### src/sv/lfb_pkg.sv
// shared types and constants for the linear fog blend core
package lfb_pkg;

	localparam int DEPTH_BITS_DEF = 16;
	localparam int FACTOR_FRAC_BITS_DEF = 16;
	localparam int CFG_DATA_W = 16;
	localparam int CFG_INDEX_W = 3;
	localparam int CFG_NEAR_MAX_W = 16;

	typedef enum logic [CFG_INDEX_W-1:0] {
		REG_FOG_ENABLE = 3'd0,
		REG_FOG_NEAR = 3'd1,
		REG_FOG_FAR = 3'd2,
		REG_FOG_RED = 3'd3,
		REG_FOG_GREEN = 3'd4,
		REG_FOG_BLUE = 3'd5
	} cfg_reg_t;

	localparam logic [CFG_NEAR_MAX_W-1:0] RST_FOG_NEAR = 16'd200;
	localparam logic [CFG_NEAR_MAX_W-1:0] RST_FOG_FAR = 16'd1200;
	localparam logic [7:0] RST_FOG_RED = 8'd128;
	localparam logic [7:0] RST_FOG_GREEN = 8'd128;
	localparam logic [7:0] RST_FOG_BLUE = 8'd144;

	typedef enum logic [1:0] {
		MODE_ZERO = 2'd0,
		MODE_ONE = 2'd1,
		MODE_DIV = 2'd2
	} fog_mode_t;

	typedef struct packed {
		logic [7:0] red;
		logic [7:0] green;
		logic [7:0] blue;
		logic [7:0] alpha;
	} pix_t;

	typedef struct packed {
		logic [7:0] red;
		logic [7:0] green;
		logic [7:0] blue;
	} fog_color_t;

	typedef struct packed {
		logic valid;
		logic ready;
	} link_t;

endpackage

### src/sv/lfb_prep.sv
// entry cell: range, depth offset and clamp decision for one item
module lfb_prep #(
	parameter int DEPTH_BITS = lfb_pkg::DEPTH_BITS_DEF,
	parameter int NEAR_W = lfb_pkg::CFG_NEAR_MAX_W
) (
	input  logic                  clk,
	input  logic                  arst_n,
	input  logic                  in_valid,
	output logic                  in_ready,
	input  logic [DEPTH_BITS-1:0] depth,
	input  lfb_pkg::pix_t         pix,
	input  logic                  fog_enable,
	input  logic [NEAR_W-1:0]     fog_near,
	input  logic [NEAR_W-1:0]     fog_far,
	output lfb_pkg::link_t        link,
	input  logic                  out_ready,
	output logic [NEAR_W-1:0]     rem,
	output logic [NEAR_W-1:0]     range,
	output lfb_pkg::fog_mode_t    mode,
	output lfb_pkg::pix_t         pix_out
);

	logic [NEAR_W-1:0]     range_c;
	logic [DEPTH_BITS-1:0] near_ext;
	logic [DEPTH_BITS-1:0] diff_c;
	lfb_pkg::fog_mode_t    mode_c;
	logic                  valid_q;
	logic [NEAR_W-1:0]     rem_q;
	logic [NEAR_W-1:0]     range_q;
	lfb_pkg::fog_mode_t    mode_q;
	lfb_pkg::pix_t         pix_q;

	always_comb begin
		range_c = (fog_far > fog_near) ? (fog_far - fog_near) : NEAR_W'(1);
		near_ext = DEPTH_BITS'(fog_near);
		diff_c = depth - near_ext;
		if (!fog_enable || depth <= near_ext) begin
			mode_c = lfb_pkg::MODE_ZERO;
		end else if (diff_c >= DEPTH_BITS'(range_c)) begin
			mode_c = lfb_pkg::MODE_ONE;
		end else begin
			mode_c = lfb_pkg::MODE_DIV;
		end
	end

	assign in_ready = !valid_q || out_ready;

	always_ff @(posedge clk or negedge arst_n) begin
		if (!arst_n) begin
			valid_q <= 1'b0;
		end else if (in_ready) begin
			valid_q <= in_valid;
		end
	end

	always_ff @(posedge clk) begin
		if (in_ready && in_valid) begin
			rem_q <= diff_c[NEAR_W-1:0];
			range_q <= range_c;
			mode_q <= mode_c;
			pix_q <= pix;
		end
	end

	assign link = '{valid: valid_q, ready: in_ready};
	assign rem = rem_q;
	assign range = range_q;
	assign mode = mode_q;
	assign pix_out = pix_q;

endmodule

### src/sv/lfb_div_cell.sv
// division cell: one restoring step, one quotient bit per cell
module lfb_div_cell #(
	parameter int NEAR_W = lfb_pkg::CFG_NEAR_MAX_W,
	parameter int FACTOR_FRAC_BITS = lfb_pkg::FACTOR_FRAC_BITS_DEF
) (
	input  logic                        clk,
	input  logic                        arst_n,
	input  logic                        in_valid,
	output logic                        in_ready,
	input  logic [NEAR_W-1:0]           rem_in,
	input  logic [NEAR_W-1:0]           range_in,
	input  logic [FACTOR_FRAC_BITS-1:0] quot_in,
	input  lfb_pkg::fog_mode_t          mode_in,
	input  lfb_pkg::pix_t               pix_in,
	output lfb_pkg::link_t              link,
	input  logic                        out_ready,
	output logic [NEAR_W-1:0]           rem_out,
	output logic [NEAR_W-1:0]           range_out,
	output logic [FACTOR_FRAC_BITS-1:0] quot_out,
	output lfb_pkg::fog_mode_t          mode_out,
	output lfb_pkg::pix_t               pix_out
);

	logic [NEAR_W:0]             rem2_c;
	logic                        ge_c;
	logic [NEAR_W:0]             rem_next_c;
	logic                        valid_q;
	logic [NEAR_W-1:0]           rem_q;
	logic [NEAR_W-1:0]           range_q;
	logic [FACTOR_FRAC_BITS-1:0] quot_q;
	lfb_pkg::fog_mode_t          mode_q;
	lfb_pkg::pix_t               pix_q;

	always_comb begin
		rem2_c = {rem_in, 1'b0};
		ge_c = rem2_c >= {1'b0, range_in};
		rem_next_c = ge_c ? (rem2_c - {1'b0, range_in}) : rem2_c;
	end

	assign in_ready = !valid_q || out_ready;

	always_ff @(posedge clk or negedge arst_n) begin
		if (!arst_n) begin
			valid_q <= 1'b0;
		end else if (in_ready) begin
			valid_q <= in_valid;
		end
	end

	always_ff @(posedge clk) begin
		if (in_ready && in_valid) begin
			// remainder stays below range, so the top bit drops out
			rem_q <= rem_next_c[NEAR_W-1:0];
			range_q <= range_in;
			quot_q <= {quot_in[FACTOR_FRAC_BITS-2:0], ge_c};
			mode_q <= mode_in;
			pix_q <= pix_in;
		end
	end

	assign link = '{valid: valid_q, ready: in_ready};
	assign rem_out = rem_q;
	assign range_out = range_q;
	assign quot_out = quot_q;
	assign mode_out = mode_q;
	assign pix_out = pix_q;

endmodule

### src/sv/lfb_mix.sv
// exit cell: factor select, color blend and output register
module lfb_mix #(
	parameter int FACTOR_FRAC_BITS = lfb_pkg::FACTOR_FRAC_BITS_DEF
) (
	input  logic                        clk,
	input  logic                        arst_n,
	input  logic                        in_valid,
	output logic                        in_ready,
	input  logic [FACTOR_FRAC_BITS-1:0] quot_in,
	input  lfb_pkg::fog_mode_t          mode_in,
	input  lfb_pkg::pix_t               pix_in,
	input  lfb_pkg::fog_color_t         fog_color,
	output logic                        out_valid,
	input  logic                        out_stall,
	output lfb_pkg::pix_t               pix_out,
	output logic [FACTOR_FRAC_BITS:0]   factor_out
);

	localparam int TW = FACTOR_FRAC_BITS + 1;
	localparam int SW = TW + 9;
	localparam logic [TW-1:0] ONE = TW'(1) << FACTOR_FRAC_BITS;

	logic [TW-1:0]      t_c;
	logic [TW-1:0]      inv_c;
	logic [SW-1:0]      sum_r_c;
	logic [SW-1:0]      sum_g_c;
	logic [SW-1:0]      sum_b_c;
	logic               valid_q;
	lfb_pkg::pix_t      pix_q;
	logic [TW-1:0]      t_q;

	always_comb begin
		unique case (mode_in)
			lfb_pkg::MODE_ZERO: t_c = '0;
			lfb_pkg::MODE_ONE: t_c = ONE;
			lfb_pkg::MODE_DIV: t_c = {1'b0, quot_in};
			default: t_c = '0;
		endcase
		inv_c = ONE - t_c;
		sum_r_c = SW'(pix_in.red) * SW'(inv_c) + SW'(fog_color.red) * SW'(t_c);
		sum_g_c = SW'(pix_in.green) * SW'(inv_c) + SW'(fog_color.green) * SW'(t_c);
		sum_b_c = SW'(pix_in.blue) * SW'(inv_c) + SW'(fog_color.blue) * SW'(t_c);
	end

	assign in_ready = !valid_q || !out_stall;

	always_ff @(posedge clk or negedge arst_n) begin
		if (!arst_n) begin
			valid_q <= 1'b0;
		end else if (in_ready) begin
			valid_q <= in_valid;
		end
	end

	always_ff @(posedge clk) begin
		if (in_ready && in_valid) begin
			pix_q.red <= sum_r_c[FACTOR_FRAC_BITS+7:FACTOR_FRAC_BITS];
			pix_q.green <= sum_g_c[FACTOR_FRAC_BITS+7:FACTOR_FRAC_BITS];
			pix_q.blue <= sum_b_c[FACTOR_FRAC_BITS+7:FACTOR_FRAC_BITS];
			pix_q.alpha <= pix_in.alpha;
			t_q <= t_c;
		end
	end

	assign out_valid = valid_q;
	assign pix_out = pix_q;
	assign factor_out = t_q;

endmodule

### src/sv/linear_fog_blend_core.sv
// top level of the linear depth fog blend core
//
// One pixel item enters on the in channel (depth plus RGBA8) and one item
// leaves on the out channel (fogged RGB, alpha, applied factor), in order.
// Both channels use valid/stall; an item moves on an edge with valid high
// and stall low. The datapath is a row of cells: one entry cell that forms
// the range and clamp decision, FACTOR_FRAC_BITS division cells each giving
// one quotient bit, and a blend cell that also holds the output register.
// One item is taken every cycle in which in_stall is low.
// Every cell holds one item and moves it on when the next cell is empty or
// moving, so a stalled receiver fills the row from the end and in_stall
// rises only when every cell is full; bubbles close up meanwhile.
// The user must write registers (cfg_wr_en/cfg_index/cfg_data) only while the
// core is empty; the core does not enforce it. Unknown indexes are ignored.
// Reset empties all cells, loads fog off, near 200, far 1200, color 128/128/144.
module linear_fog_blend_core #(
	parameter int DEPTH_BITS = lfb_pkg::DEPTH_BITS_DEF,
	parameter int FACTOR_FRAC_BITS = lfb_pkg::FACTOR_FRAC_BITS_DEF
) (
	input  logic                                clk,
	input  logic                                arst_n,
	input  logic                                in_valid,
	output logic                                in_stall,
	input  logic [DEPTH_BITS-1:0]               depth,
	input  logic [7:0]                          pixel_red,
	input  logic [7:0]                          pixel_green,
	input  logic [7:0]                          pixel_blue,
	input  logic [7:0]                          pixel_alpha,
	output logic                                out_valid,
	input  logic                                out_stall,
	output logic [7:0]                          out_red,
	output logic [7:0]                          out_green,
	output logic [7:0]                          out_blue,
	output logic [7:0]                          out_alpha,
	output logic [FACTOR_FRAC_BITS:0]           fog_factor,
	input  logic                                cfg_wr_en,
	input  logic [lfb_pkg::CFG_INDEX_W-1:0]     cfg_index,
	input  logic [lfb_pkg::CFG_DATA_W-1:0]      cfg_data
);

	localparam int NEAR_W = (DEPTH_BITS < lfb_pkg::CFG_NEAR_MAX_W) ?
		DEPTH_BITS : lfb_pkg::CFG_NEAR_MAX_W;
	localparam int F = FACTOR_FRAC_BITS;

	logic                fog_enable_q;
	logic [NEAR_W-1:0]   fog_near_q;
	logic [NEAR_W-1:0]   fog_far_q;
	lfb_pkg::fog_color_t fog_color_q;

	lfb_pkg::pix_t       pix_in;
	lfb_pkg::pix_t       pix_res;
	logic                entry_ready;
	logic                mix_ready;

	lfb_pkg::link_t      link [0:F];
	logic [NEAR_W-1:0]   rem_w [0:F];
	logic [NEAR_W-1:0]   range_w [0:F];
	logic [F-1:0]        quot_w [0:F];
	lfb_pkg::fog_mode_t  mode_w [0:F];
	lfb_pkg::pix_t       pix_w [0:F];
	logic                ready_w [0:F];

	always_ff @(posedge clk or negedge arst_n) begin
		if (!arst_n) begin
			fog_enable_q <= 1'b0;
			fog_near_q <= lfb_pkg::RST_FOG_NEAR[NEAR_W-1:0];
			fog_far_q <= lfb_pkg::RST_FOG_FAR[NEAR_W-1:0];
			fog_color_q <= '{red: lfb_pkg::RST_FOG_RED, green: lfb_pkg::RST_FOG_GREEN,
				blue: lfb_pkg::RST_FOG_BLUE};
		end else if (cfg_wr_en) begin
			unique case (cfg_index)
				lfb_pkg::REG_FOG_ENABLE: fog_enable_q <= cfg_data[0];
				lfb_pkg::REG_FOG_NEAR: fog_near_q <= cfg_data[NEAR_W-1:0];
				lfb_pkg::REG_FOG_FAR: fog_far_q <= cfg_data[NEAR_W-1:0];
				lfb_pkg::REG_FOG_RED: fog_color_q.red <= cfg_data[7:0];
				lfb_pkg::REG_FOG_GREEN: fog_color_q.green <= cfg_data[7:0];
				lfb_pkg::REG_FOG_BLUE: fog_color_q.blue <= cfg_data[7:0];
				default: ;
			endcase
		end
	end

	assign pix_in = '{red: pixel_red, green: pixel_green, blue: pixel_blue,
		alpha: pixel_alpha};
	assign quot_w[0] = '0;

	lfb_prep #(
		.DEPTH_BITS(DEPTH_BITS),
		.NEAR_W(NEAR_W)
	) u_prep (
		.clk(clk),
		.arst_n(arst_n),
		.in_valid(in_valid),
		.in_ready(entry_ready),
		.depth(depth),
		.pix(pix_in),
		.fog_enable(fog_enable_q),
		.fog_near(fog_near_q),
		.fog_far(fog_far_q),
		.link(link[0]),
		.out_ready(ready_w[0]),
		.rem(rem_w[0]),
		.range(range_w[0]),
		.mode(mode_w[0]),
		.pix_out(pix_w[0])
	);

	for (genvar i = 0; i < F; i++) begin : g_div
		lfb_div_cell #(
			.NEAR_W(NEAR_W),
			.FACTOR_FRAC_BITS(F)
		) u_cell (
			.clk(clk),
			.arst_n(arst_n),
			.in_valid(link[i].valid),
			.in_ready(ready_w[i]),
			.rem_in(rem_w[i]),
			.range_in(range_w[i]),
			.quot_in(quot_w[i]),
			.mode_in(mode_w[i]),
			.pix_in(pix_w[i]),
			.link(link[i+1]),
			.out_ready(i == F - 1 ? mix_ready : ready_w[i+1]),
			.rem_out(rem_w[i+1]),
			.range_out(range_w[i+1]),
			.quot_out(quot_w[i+1]),
			.mode_out(mode_w[i+1]),
			.pix_out(pix_w[i+1])
		);
	end

	assign ready_w[F] = mix_ready;

	lfb_mix #(
		.FACTOR_FRAC_BITS(F)
	) u_mix (
		.clk(clk),
		.arst_n(arst_n),
		.in_valid(link[F].valid),
		.in_ready(mix_ready),
		.quot_in(quot_w[F]),
		.mode_in(mode_w[F]),
		.pix_in(pix_w[F]),
		.fog_color(fog_color_q),
		.out_valid(out_valid),
		.out_stall(out_stall),
		.pix_out(pix_res),
		.factor_out(fog_factor)
	);

	assign in_stall = !entry_ready;
	assign out_red = pix_res.red;
	assign out_green = pix_res.green;
	assign out_blue = pix_res.blue;
	assign out_alpha = pix_res.alpha;

	// with the receiver taking items the whole row moves
	a_no_stall_when_drained: assert property (@(posedge clk) disable iff (!arst_n)
		!out_stall |-> !in_stall)
		else $error("input stalled while output drains");

	a_factor_in_range: assert property (@(posedge clk) disable iff (!arst_n)
		out_valid |-> fog_factor <= ((F+1)'(1) << F))
		else $error("fog factor above one");

	a_entry_loaded: assert property (@(posedge clk) disable iff (!arst_n)
		in_valid && !in_stall |=> link[0].valid)
		else $error("accepted item missing from entry cell");

	a_last_cell_drains: assert property (@(posedge clk) disable iff (!arst_n)
		link[F].valid && !out_valid |=> out_valid)
		else $error("item lost between division row and blend cell");

endmodule

### config.mk
export PLATFORM = sky130hd
export DESIGN_NAME = linear_fog_blend_core
export DESIGN_NICKNAME = d
export VERILOG_FILES = /design/src/sv/lfb_pkg.sv /design/src/sv/lfb_prep.sv /design/src/sv/lfb_div_cell.sv /design/src/sv/lfb_mix.sv /design/src/sv/linear_fog_blend_core.sv
export SDC_FILE = /design/constraint.sdc
export NUM_CORES = 2
export LEC_CHECK = 0
export ABC_CLOCK_PERIOD_IN_PS = 7300
export BUFFER_PORTS_ARGS = -buffer_cell sky130_fd_sc_hd__buf_2
export CORE_ASPECT_RATIO = 1.75
export CORE_UTILIZATION = 40
export DETAILED_ROUTE_END_ITERATION = 7
export PLACE_DENSITY = 0.62
export SYNTH_ARGS = -nofsm -noshare
export SYNTH_HDL_FRONTEND = slang
export SYNTH_SLANG_ARGS = --single-unit
export TNS_END_PERCENT = 20
### constraint.sdc
create_clock -name clk -period 7.3 [get_ports clk]
set_input_delay 0.365 -clock clk [delete_from_list [all_inputs] [get_ports clk]]
set_output_delay 0.365 -clock clk [all_outputs]
set_load 0.01 [all_outputs]
== Word-level counts from Yosys, hierarchy flattened ==
Index checks and enable logic that the tools add are counted.

* Output and inout port bits: 51
* Flip-flop bits (word level): 1350
* Word-level logic and storage cells: 313
* Bits of input ports: 72

* $lt $le $gt $ge: 19
* Multiplexer cells: 18
* $add $sub $neg: 21
* Multipliers: 6
* Reductions and logical operators: 65
* Equal/unequal tests: 7

{| class="wikitable"
|+ Operator list
! cell !! count
|-
| >= comparator 17 x 16 -> 1 bit || 16
|-
| subtractor 16 bit || 17
|-
| 2-to-1 mux 16 bit || 16
|-
| multiplier 8 x 17 -> 24 bit || 6
|-
| adder 24 bit || 3
|-
| case mux 17 bit (2 select lines) || 1
|-
| logical NOT 1 bit || 21
|-
| logical OR 1 bit || 19
|-
| logical AND 1 bit || 18
|-
| subtractor 17 bit, first input constant || 1
|-
| >= comparator 16 bit || 1
|-
| greater-than comparator 16 bit || 1
|-
| less-or-equal comparator 16 bit || 1
|-
| AND reduction 2 bit || 6
|-
| == test 3 x 2 -> 1 bit, second input constant || 2
|-
| == test 3 bit, second input constant || 2
|-
| == test 3 x 1 -> 1 bit, second input constant || 1
|-
| logical NOT 3 bit || 1
|-
| == test 2 x 1 -> 1 bit, second input constant || 1
|-
| == test 2 bit, second input constant || 1
|-
| 2-to-1 mux 2 bit || 1
|}

== Depth between registers and ports, before layout ==
* Depth in word-level cells: 20
* Mapped depth: 34
* Mapped depth without buffers: 30

== Modules after synthesis ==
From an unflattened synthesis, not the netlist that was laid out.

* Cells, all modules: 7265
* Area, all modules: 91158.7 sq um

{| class="wikitable"
|+ By module, submodules not included
! module !! cells an instance !! sequential area each (sq um) !! instances !! area an instance (sq um)
|-
| lfb_div_cell || 242 || 2487.4 || 16 || 3644.7
|-
| lfb_mix || 2881 || 1496.4 || 1 || 26341.5
|-
| lfb_prep || 385 || 2006.9 || 1 || 4235.3
|-
| linear_fog_blend_core || 127 || 1440.1 || 1 || 2265.9
|}

== Least setup slack after synthesis ==
No wires, ideal clock.

* Kind: register to register
* Start point: reg g_div[15].u_cell.mode_q[0]
* End point: reg u_mix.pix_q (netlist bit u_mix.pix_out[23]) (data pin)
* Library setup time: 260 ps
* Clock period less this slack: 8104 ps
* Data required time: 7040 ps
* Cell stages (with the launch flop): 32
* Arrival: 7844 ps
* Setup slack: -804 ps
* Buffers on the path: 5
* Cell sequence: edfxtp_1 -> nor2b_1 -> clkbuf_1 -> clkbuf_1 -> and2_1 -> clkbuf_1 -> inv_1 -> ha_1 -> buf_1 -> nand2_1 -> xor2_1 -> clkbuf_1 -> nand2_1 -> fa_1 -> fa_1 -> fa_1 -> inv_1 -> fa_1 -> fa_1 -> inv_1 -> fa_1 -> inv_1 -> ha_1 -> a21o_1 -> a2111oi_2 -> o211ai_1 -> a221o_1 -> a211oi_2 -> o21ai_1 -> a21o_1 -> a21oi_1 -> xnor2_1

* Longest elaborated chain between the ends: 5
* Elaborated cells on any way between the ends: 7
* Those cells by class: add/sub (2); mul (2); eq/ne (2); mux (1)

{| class="wikitable"
|+ Ends and longest elaborated chain
! item !! RTL line !! source
|-
| from (decl) || lfb_div_cell.sv:31 || <nowiki>lfb_pkg::fog_mode_t mode_q;</nowiki>
|-
| from (signal assigned) || lfb_div_cell.sv:56 || <nowiki>mode_q <= mode_in;</nowiki>
|-
| == test 2 bit or == test 2 x 1 -> 1 bit (tied branches) || lfb_mix.sv:33 || <nowiki>unique case (mode_in)</nowiki>
|-
| case mux 17 bit (2 select lines) (*) || lfb_mix.sv:33 ||
|-
| net u_mix.t_c[1] || lfb_mix.sv:23 || <nowiki>logic [TW-1:0] t_c;</nowiki>
|-
| subtractor 17 bit || lfb_mix.sv:39 || <nowiki>inv_c = ONE - t_c;</nowiki>
|-
| multiplier 8 x 17 -> 24 bit || lfb_mix.sv:41 || <nowiki>sum_g_c = SW'(pix_in.green) * SW'(inv_c) + SW'(fog_color.green) * SW'(t_c);</nowiki>
|-
| adder 24 bit (*) || lfb_mix.sv:41 ||
|-
| net u_mix.sum_g_c[23] || lfb_mix.sv:26 || <nowiki>logic [SW-1:0] sum_g_c;</nowiki>
|-
| to (decl) || lfb_mix.sv:29 || <nowiki>lfb_pkg::pix_t pix_q;</nowiki>
|}

Mark *: on every way through the listed nets, which the timed path passes. The rest lies on a longest branch.
A chain may end at the register's enable or synchronous reset.

== Worst setup path after layout ==
* Start point: reg g_div[15].u_cell.mode_q[0]
* End point: reg u_mix.pix_q (netlist bit u_mix.pix_out[23]) (data pin)

* Longest elaborated chain between the ends: 5
* Elaborated cells on any way between the ends: 7
* Those cells by class: add/sub (2); mul (2); eq/ne (2); mux (1)

{| class="wikitable"
|+ Ends and longest elaborated chain
! item !! RTL line
|-
| == test 2 bit or == test 2 x 1 -> 1 bit (tied branches) || lfb_mix.sv:33
|-
| case mux 17 bit (2 select lines) (*) || lfb_mix.sv:33
|-
| subtractor 17 bit || lfb_mix.sv:39
|-
| multiplier 8 x 17 -> 24 bit || lfb_mix.sv:41
|-
| adder 24 bit (*) || lfb_mix.sv:41
|-
| net u_mix.sum_g_c[23] || lfb_mix.sv:26
|}

Marked as above.

==> flow_metrics.tcl <==
set metrics [dict create \
    num_io_pins 123 \
    fin_nets 8288 \
    crit_top_cell "fa_1" \
    drive_gt1_share_pct 11.1 \
    synth_cells 6693 \
    grt_max_degree 76 \
    ys_types 78 \
    seq_area_frac_synth_pct 49.0 \
    critPathSlowestCell "fa_1" \
    tightest_slew_ns 1.03 \
    grtUsageTotal_pct 18.5 \
    mostFrequentLayoutCells "1275 x edfxtp_1, 1118 x inv_1, 669 x fa_1, 564 x nand2_1, 495 x ha_1" \
    reg2regPathDepth 22 \
    vias 50000 \
    ant_nets 0 \
    die_h_microns 601 \
    core_area_sq_um 204000 \
    multi_input_comb_area_sq_um 37300 \
    yosys.area.top_type_share_pct 46.7 \
    worstHoldStart "depth[1]" \
    synth.cell_area_sq_um 82000 \
    dpl_cell_area_sq_um 87000 \
    fp.dieArea_sq_um 207000 \
    setup_viol 0 \
    final_cell_area_sq_um 92500 \
    ys_top_cells_by_area "edfxtp_1 47%, fa_1 16%, ha_1 7.7%, inv_1 5.1%, nand2_1 2.6%" \
    r2r_end "u_mix.pix_out[23]" \
    final.period_utilization_pct 98.7 \
    synth_area_leader_cell "edfxtp_1" \
    cp-end-kind "flip-flop" \
    overflow 0 \
    wl_per_cell_microns 19.4 \
    preCtsSetupSlack_ns -0.192 \
    min_path_cells 2 \
    first_pass_iters 6 \
    synth_edf_count 1275 \
    synth_fp_nets 7939 \
    hp-class "input pin to flip-flop" \
    crit_family "adder cells" \
    required_ns 7.82 \
    status "finished, final reports clean" \
    syn2layout_area_growth_pct 12.7 \
    antenna_found_initial 6 \
    avgSynthCellArea_sq_um 12.3 \
    final-max-slew-violation-count 0 \
    fillerInstances 18200 \
    async_reset_ff_share_pct 5.56 \
    holdWs_ns 0.110 \
    cts_tree "built" \
    drv_cap 0 \
    path_cells "and3b_1 > buf_4 > nand2_1 > fa_1 > fa_1 > inv_1 > fa_1 > fa_1 > fa_1 > inv_1 > fa_1 > inv_1 > ha_1 > a21o_1 > a2111oi_4 > o211ai_1 > a221o_1 > a211oi_2 > o21ai_2 > a21o_1 > a21oi_2 > xnor2_1" \
    period_minus_slack_ns 7.21 \
    relSlewSlack_pct 31.5 \
    slowest_delay_ns 0.56 \
    clkTransAtPathRegs_ns 0.06 \
    clock_tree.root_cell "clkbuf_16" \
    die_width_microns 344 \
    htreeDepth 4 \
    ys.flop_type "edfxtp_1" \
    busiest_layer "met2" \
    yosysWarnings 0 \
    seqCellArea_sq_um 40200 \
    max_freq_ghz 0.139 \
    synth_seq_cells 1350 \
    routed_wl_mm 190 \
    arrival_ns 7.72 \
    hpwl_mm 147 \
    setup_ws_ns 0.0949 \
    crit_start "g_div[15].u_cell.mode_out[0]" \
    drc 0 \
    hold_violations 0 \
    crit_path_start_kind "flip-flop" \
    min_to "u_prep.rem[1]" \
    num_rows 219 \
    portBuffers 122 \
    final_common_cell "edfxtp_1" \
    crit_buf_inv 4 \
    met2_usage_pct 35.2 \
    grt.met1_usage_pct 18.4 \
    clock_latency_ns 0.78 \
    cts_inserted_buffers 140 \
    cts_buffer_depth 4 \
    finalClockSkew_ns 0.0504 \
    place_congestion 0.916 \
    r2r_slack_ns 0.09 \
    use_met3_pct 2.32 \
    cp_max_fo 46 \
    start_util_pct 40.3 \
    viasPerCell 5.11 \
    crit_type "flip-flop to flip-flop" \
    rsz0062_at_grt "true" \
    grt_pass1_vias 54100 \
    drtIter0Drc 2551 \
    cts.sinks 1350 \
    grt_pass1_wl_mm 294 \
    r2r_start "g_div[15].u_cell.mode_out[0]" \
]
[synth_stat cells, types with 16 or more instances]
cell type and n:
nand4_1 39, nor4_1 16, xnor2_1 177, nor3_1 68, o31ai_1 19, a21boi_0 27
and3_1 214, nand3_1 66, xor2_1 84, and2_1 264, a31oi_1 31, ha_1 503
a21o_1 87, nor2_1 242, or3_1 25, o21bai_1 16, dfrtp_1 64, a21oi_1 270
edfxtp_1 1275, clkbuf_1 183, o21ai_0 151, nand2b_1 53, o21a_1 34, fa_1 671
a211o_1 25, inv_1 1124, nor2b_1 65, nand2_1 568, and4_1 19, mux2_2 128
[metrics by stage]
step / cells / util (%) / setup TNS, ns
finish: 9792 / 45.4 / 0
global route: 9790 / 45.4 / -0.827
CTS: 9758 / 45.1 / -0.0311
detailed placement: 9468 / 42.8 / -0.753
global placement: 9468 / 42.8 / -0.409
floorplan: 6693 / - / 0
[metal layers]
metal  vias to the layer above  routed length [microns]  share of wire, %
met2                      1303                   104000                55
li1                      23100                        -                 -
met4                         0                    13800               7.3
met1                     25000                    64600                34
met3                       614                     7370               3.9
met5                         -                        0                 0
[what timing repair did]
item                                   4_1_cts  5_1_grt
endpoints found under the hold margin      133        0
buffers inserted                             0       30
hold buffers                                53        0
resized for setup                            4       69
setup endpoints to repair                    7       20
gates cloned                                 0        1
pin swaps                                    2       51
[final cells by class]
class                      count  area share (%)
sequential                  1350            43.5
multi-input combinational   4018            40.3
clock buffer                 178            4.05
antenna                        3         0.00812
inverter                    1124            4.56
clock inverter                59           0.623
tap                         2652            3.59
timing repair buffer         408            3.43
[worst register-to-register path: stages (launching register included)]
cell       delay [ns]
edfxtp_1         0.44
and3b_1          0.27
buf_4            0.48
nand2_1          0.27
fa_1             0.56
fa_1             0.52
inv_1            0.06
fa_1             0.56
fa_1             0.43
fa_1             0.50
inv_1            0.05
fa_1             0.49
inv_1            0.05
ha_1             0.29
a21o_1           0.19
a2111oi_4        0.42
o211ai_1         0.18
a221o_1          0.37
a211oi_2         0.30
o21ai_2          0.11
a21o_1           0.22
a21oi_2          0.15
xnor2_1          0.07
[worst max path at each step]
| stage | endpoint | slack [ns] | cells after the start |
|---|---|---|---|
| detailed placement | u_mix.pix_out[30] | -0.19 | 28 |
| CTS | u_mix.pix_out[23] | -0.03 | 30 |
| global placement | u_mix.pix_out[30] | -0.16 | 28 |
| global route | u_mix.pix_out[23] | -0.23 | 26 |
| finish | u_mix.pix_out[23] | 0.09 | 22 |
| floorplan | u_mix.pix_out[23] | 0.02 | 31 |
[sequential cells by signal, indices dropped and copies added (netlist names), 17 cells and up]
| name | flops |
|---|---|
| fog_color_q | 24 |
| g_div.u_cell.mode_out | 32 |
| g_div.u_cell.rem_out | 240 |
| g_div.u_cell.quot_out | 136 |
| u_mix.pix_out | 32 |
| u_prep.pix_out | 32 |
| g_div.u_cell.range_out | 240 |
| u_mix.factor_out | 17 |
| g_div.u_cell.pix_out | 512 |
[cells by family (layout without fill, tap and decap cells)]
group,Yosys count,count (layout),share of synthesized area (%)
compound gates,761,761,5.85
xor+xnor,261,261,2.79
fa+ha+maj,1174,1174,24.0
buf+inv,1325,1769,6.09
flops,1350,1350,49.0
mux,145,145,2.01
other cells,0,3,0
simple gates,1677,1677,10.2
Power is not shown: default switching activity piles up to over one toggle a cycle in this logic, so the estimate is an artifact.
